[config.mk]
export PLATFORM = sky130hd
export DESIGN_NAME = fmo_ctrl
export DESIGN_NICKNAME = d
export VERILOG_FILES = /design/src/rtl/fmo_pkg.sv /design/src/rtl/fmo_ctrl.sv
export SDC_FILE = /design/constraint.sdc
export NUM_CORES = 1
export LEC_CHECK = 0
export BUFFER_PORTS_ARGS = -buffer_cell sky130_fd_sc_hd__buf_2
export CAP_MARGIN = 25
export CORE_AREA = 2 2 39 41
export CTS_CLUSTER_DIAMETER = 30
export DETAILED_ROUTE_END_ITERATION = 7
export DIE_AREA = 0 0 41 43
export PLACE_DENSITY = 0.58
export SLEW_MARGIN = 20
export SYNTH_ARGS = -nofsm -noshare
export SYNTH_HDL_FRONTEND = slang
export SYNTH_SLANG_ARGS = --single-unit
[constraint.sdc]
create_clock -name clk_i -period 1.2 [get_ports clk_i]
set_clock_uncertainty 0.05 [all_clocks]
set_input_delay 0.12 -clock clk_i [delete_from_list [all_inputs] [get_ports clk_i]]
set_output_delay 0.12 -clock clk_i [all_outputs]
set_load 0.05 [all_outputs]
[src/rtl/fmo_pkg.sv]
`timescale 1ns / 1ps
package fmo_pkg;

  localparam int DEF_PHASE_BITS = 32;
  localparam int DEF_EXP_TABLE_DEPTH = 256;

  localparam int EXP_LIMIT = 12288;
  localparam int SYNC_HI = 2048;
  localparam int SYNC_LO = 204;
  localparam int FULL_SCALE = 5120;
  localparam int CFG_IDX_W = 3;
  localparam int CFG_DATA_W = 30;
  localparam logic [29:0] STEP_SCALE_RESET = 30'd23409861;

  localparam logic [CFG_IDX_W-1:0] REG_PITCH_OFFSET = 3'd0;
  localparam logic [CFG_IDX_W-1:0] REG_EXP_FM_AMOUNT = 3'd1;
  localparam logic [CFG_IDX_W-1:0] REG_LIN_FM_AMOUNT = 3'd2;
  localparam logic [CFG_IDX_W-1:0] REG_SOFT_SYNC = 3'd3;
  localparam logic [CFG_IDX_W-1:0] REG_STEP_SCALE = 3'd4;
  localparam logic [CFG_IDX_W-1:0] REG_TRI_OFFSET = 3'd5;
  localparam logic [CFG_IDX_W-1:0] REG_SQR_OFFSET = 3'd6;
  localparam logic [CFG_IDX_W-1:0] REG_SAW_OFFSET = 3'd7;

  typedef struct packed {
    logic load;
    logic exp_mul1;
    logic exp_mul2;
    logic exp_sum;
    logic lin_mul1;
    logic lin_mul2;
    logic table_read;
    logic interp;
    logic ratio;
    logic scale_hi;
    logic scale_lo;
    logic phase_upd;
    logic wave;
  } fmo_cmd_t;

  function automatic logic [63:0] isqrt64(input logic [63:0] n_in);
    logic [63:0] n, r, b;
    n = n_in;
    r = 64'd0;
    b = 64'd1 << 62;
    for (int i = 0; i < 32; i++) begin
      if (b > n) b = b >> 2;
    end
    for (int i = 0; i < 32; i++) begin
      if (b != 64'd0) begin
        if (n >= r + b) begin
          n = n - (r + b);
          r = (r >> 1) + b;
        end else begin
          r = r >> 1;
        end
        b = b >> 2;
      end
    end
    return r;
  endfunction

  function automatic logic [31:0] exp_entry(input int i, input int depth);
    logic [63:0] roots [21];
    logic [63:0] x, v;
    roots[0] = 64'd1 << 31;
    for (int k = 1; k <= 20; k++) roots[k] = isqrt64(roots[k-1] << 30);
    x = (64'(i) << 20) / 64'(depth);
    v = 64'd1 << 30;
    if (x[20]) begin
      v = 64'd1 << 31;
      x = 64'd0;
    end
    for (int j = 19; j >= 0; j--) begin
      if (x[j]) v = (v * roots[20-j]) >> 30;
    end
    return v[31:0];
  endfunction

endpackage

[src/rtl/fmo_ctrl.sv]
`timescale 1ns / 1ps
module fmo_ctrl
  import fmo_pkg::*;
(
  input  logic     clk_i,
  input  logic     rst_ni,
  input  logic     in_fire_i,
  input  logic     out_busy_i,
  output logic     in_ready_o,
  output logic     out_load_o,
  output fmo_cmd_t cmd_o
);

  localparam logic [3:0] S_IDLE = 4'd0;
  localparam logic [3:0] S_EM1  = 4'd1;
  localparam logic [3:0] S_EM2  = 4'd2;
  localparam logic [3:0] S_ESUM = 4'd3;
  localparam logic [3:0] S_LM1  = 4'd4;
  localparam logic [3:0] S_LM2  = 4'd5;
  localparam logic [3:0] S_TAB  = 4'd6;
  localparam logic [3:0] S_INT  = 4'd7;
  localparam logic [3:0] S_RAT  = 4'd8;
  localparam logic [3:0] S_SHI  = 4'd9;
  localparam logic [3:0] S_SLO  = 4'd10;
  localparam logic [3:0] S_PH   = 4'd11;
  localparam logic [3:0] S_WAV  = 4'd12;
  localparam logic [3:0] S_OUT  = 4'd13;

  logic [3:0] state_q, state_d;

  always_comb begin
    state_d = state_q;
    cmd_o = '0;
    out_load_o = 1'b0;
    in_ready_o = 1'b0;
    unique case (state_q)
      S_IDLE: begin
        in_ready_o = 1'b1;
        cmd_o.load = in_fire_i;
        if (in_fire_i) state_d = S_EM1;
      end
      S_EM1: begin cmd_o.exp_mul1 = 1'b1; state_d = S_EM2; end
      S_EM2: begin cmd_o.exp_mul2 = 1'b1; state_d = S_ESUM; end
      S_ESUM: begin cmd_o.exp_sum = 1'b1; state_d = S_LM1; end
      S_LM1: begin cmd_o.lin_mul1 = 1'b1; state_d = S_LM2; end
      S_LM2: begin cmd_o.lin_mul2 = 1'b1; state_d = S_TAB; end
      S_TAB: begin cmd_o.table_read = 1'b1; state_d = S_INT; end
      S_INT: begin cmd_o.interp = 1'b1; state_d = S_RAT; end
      S_RAT: begin cmd_o.ratio = 1'b1; state_d = S_SHI; end
      S_SHI: begin cmd_o.scale_hi = 1'b1; state_d = S_SLO; end
      S_SLO: begin cmd_o.scale_lo = 1'b1; state_d = S_PH; end
      S_PH: begin cmd_o.phase_upd = 1'b1; state_d = S_WAV; end
      S_WAV: begin cmd_o.wave = 1'b1; state_d = S_OUT; end
      S_OUT: begin
        if (!out_busy_i) begin
          out_load_o = 1'b1;
          state_d = S_IDLE;
        end
      end
      default: state_d = S_IDLE;
    endcase
  end

  always_ff @(posedge clk_i or negedge rst_ni) begin
    if (!rst_ni) state_q <= S_IDLE;
    else state_q <= state_d;
  end

endmodule

==> results by group <==
Critical path
  – Top cell by count, worst path: buf_6
  – Worst EP required: 1.03 ns
  – Slowest Stage Delay on Critical Path: 0.47 ns
  – CP arrival: 1.33 ns
  – Worst path bufs/invs: 2
  – CP max FO: 6
  – Worst setup EP type: output pin
  – Setup CP Type: reg -> out
  – Critical path cell sequence: nand2b_1 -> buf_6 -> nor3_4 -> buf_6
  – Slowest-stage cell, CP: dfrtp_2
  – Worst Setup Start Kind: flop
  – Kind of cell adding the most delay to the critical path: flip-flops

STA
  – Max-slew headroom: ~85%
  – Slew @ Worst Pin: between 0.2 and 0.25 ns
  – Final Cycle Share: 125%
  – Final hold viol count: 0
  – RSZ-0062 raised after global routing: true
  – Final worst slack: -0.300 ns
  – Final Setup Violations: 17
  – Fin. max-slew vios: 0
  – Fmax: 667 MHz
  – Tmin final: roughly 1.5 ns

Layout
  – # diodes: 0
  – Regs by FF count: state_q (4)
  – Most common library cell in the layout ignoring fill and taps: buf_6
  – Layout area overhead: 178%
  – # fillers: about 100
  – Reg area: 105 um2
  – Commonest cells after routing, fill and taps aside: 18 x buf_6, 10 x buf_4, 7 x nor3_4, 6 x nor2_4, 6 x buf_8
  – Non-filler cells, final: 98
  – Nets@finish: 87
  – Top reg by flops: state_q
  – Share of cells above drive strength 1: 81.7%
  – Max reg flops: 4
  – Area of the multi-input gates: a little under 400 um2

Routing
  – DR WL met2: 839 um
  – Vias: 459
  – DRT Wirelength: ~1400 um
  – Post-route DRC: 0
  – Drt via density: 4.68
  – Highest metal used: met3
  – Initial DRC count: 3
  – First drt pass iteration count: 2
  – WL per Instance: 14.1 um
  – Post-route ant nets: 0
  – Met3 WL: 19 um
  – Metal-1 WL: 518 um

Global routing
  – Largest net degree at the start of global routing: 8
  – First-pass GRT wire length: 2010 um
  – Initial antenna violation count: 0
  – Vias in the first global route: 453
  – Total Routing Usage GR: 17.3%
  – Total congestion overflow: 0

Die
  – Initial Utilization: 24.2%
  – Number of top-level pins: 19
  – # rows: 14
  – Die W: 41 um
  – Core area: 1380 um2
  – Die span in y: 43 um
  – Die area: 1760 um2

Synthesis
  – Synth cell types: 19
  – Synth top area cells: dfrtp_1 30%, nor3_1 10%, nand2b_1 9.3%
  – Syn_nets: 48
  – Syn Area/Cell: 7.62 um2
  – Mapped Area: 335 um2
  – Yosys reg bits: 4
  – Synth Instances: 44
  – Post-synth top area share: between 20 and 30%
  – Yosys warns: 0
  – Sequential share of the synthesized area: 29.9%
  – Largest area contributor in the netlist: dfrtp_1

CTS
  – Clock Latency Late Sink: between 0.2 and 0.25 ns
  – CTS Buf Count: 3
  – Htree depth: 1
  – Worst-path clk slew: 0.05 ns
  – CTS tree: built
  – CTS max path bufs: 2
  – Clk sink count: 4
  – Clock root buffer: clkbuf_4

Placement
  – Place WS: -0.174 ns
  – Detailed Place HPWL: 861 um
  – # port buffers: 18
  – Inst Count DP: 86
  – RePlAce Congestion: 0.730

Run status
  – Failing checks: negative setup slack
  – Status: finished, violations left

Pwr
  – Total power: 3050 uW
  – PwrDens: 3280 nW/um2
  – Max VDD drop: approximately 1.5 mV
  – Pleak: 0.000378 uW

Run
  – Max_cap viols: 0

Min path
  – Worst min path class: in -> async
-- where the power goes --
part | internal, uW | total, uW | switching [uW]
combinational | 1130 | 2510 | 1380
sequential | 216 | 355 | 139
clock | 125 | 191 | 65.7
-- cells in the mapped netlist, drive strengths merged --
cell type  instances
nand2              5
nor4               1
nor3               8
o21ai              2
and2               1
o211ai             1
a21boi             2
o22ai              1
dfrtp              4
o21a               1
nor2               7
buf                4
nand2b             5
a21oi              1
a32oi              1
-- worst paths after layout --
path	cells after the start	end	slack (ns)	startpoint
setup / recovery	4	cmd_o[4]	-0.30	state_q[2]
max in group asynchronous	2	state_q[0]	0.79	rst_ni
hold / removal	2	state_q[3]	0.17	rst_ni
hold reg to reg	2	state_q[0]	0.72	state_q[2]
setup reg to reg	6	state_q[3]	-0.05	state_q[0]
min in group clk_i	4	state_q[0]	0.21	in_fire_i
-- final cells by class --
cell class                      instances  area share [%]
Timing Repair Buffer                   38            42.1
Multi-Input combinational cell         36            41.6
Sequential cell                         4            11.3
Tap cell                               16            2.15
Clock buffer                            4            2.82
-- through the flow --
stage / utilization [%] / setup TNS (ns) / hold WS [ns] / cell area [um2]
floorplan: - / -2.58 / -0.226 / 479
global placement: 46.1 / -1.62 / -0.119 / 638
detailed placement: 46.1 / -1.83 / -0.120 / 638
CTS: 60.4 / -3.44 / 0.167 / 836
global route: 67.4 / -4.47 / 0.167 / 932
finish: 67.4 / -3.54 / 0.169 / 932
-- timing repair --
action,4_1_cts,5_1_grt
hold buffers,1,0
pin swaps,0,3
setup buffers,3,4
setup endpoints to repair,16,17
gates resized for setup,42,16
hold endpoints to repair,4,0
-- kinds of logic (layout without fill, tap and decap cells) --
group / count (synthesis) / after routing / synth area share (%)
AOI/OAI and AO/OA: 9 / 9 / 20.2
and+or+nand+nor: 27 / 27 / 41.8
buffers and inverters: 4 / 42 / 8.21
DFF: 4 / 4 / 29.9
-- metal layers --
metal,vias up,global-route usage (%)
li1,232,-
met1,220,20.5
met2,7,29.4
met3,0,1.57
met4,0,8.00
met5,-,0
Note: power is estimated with default switching activity, not from simulation.
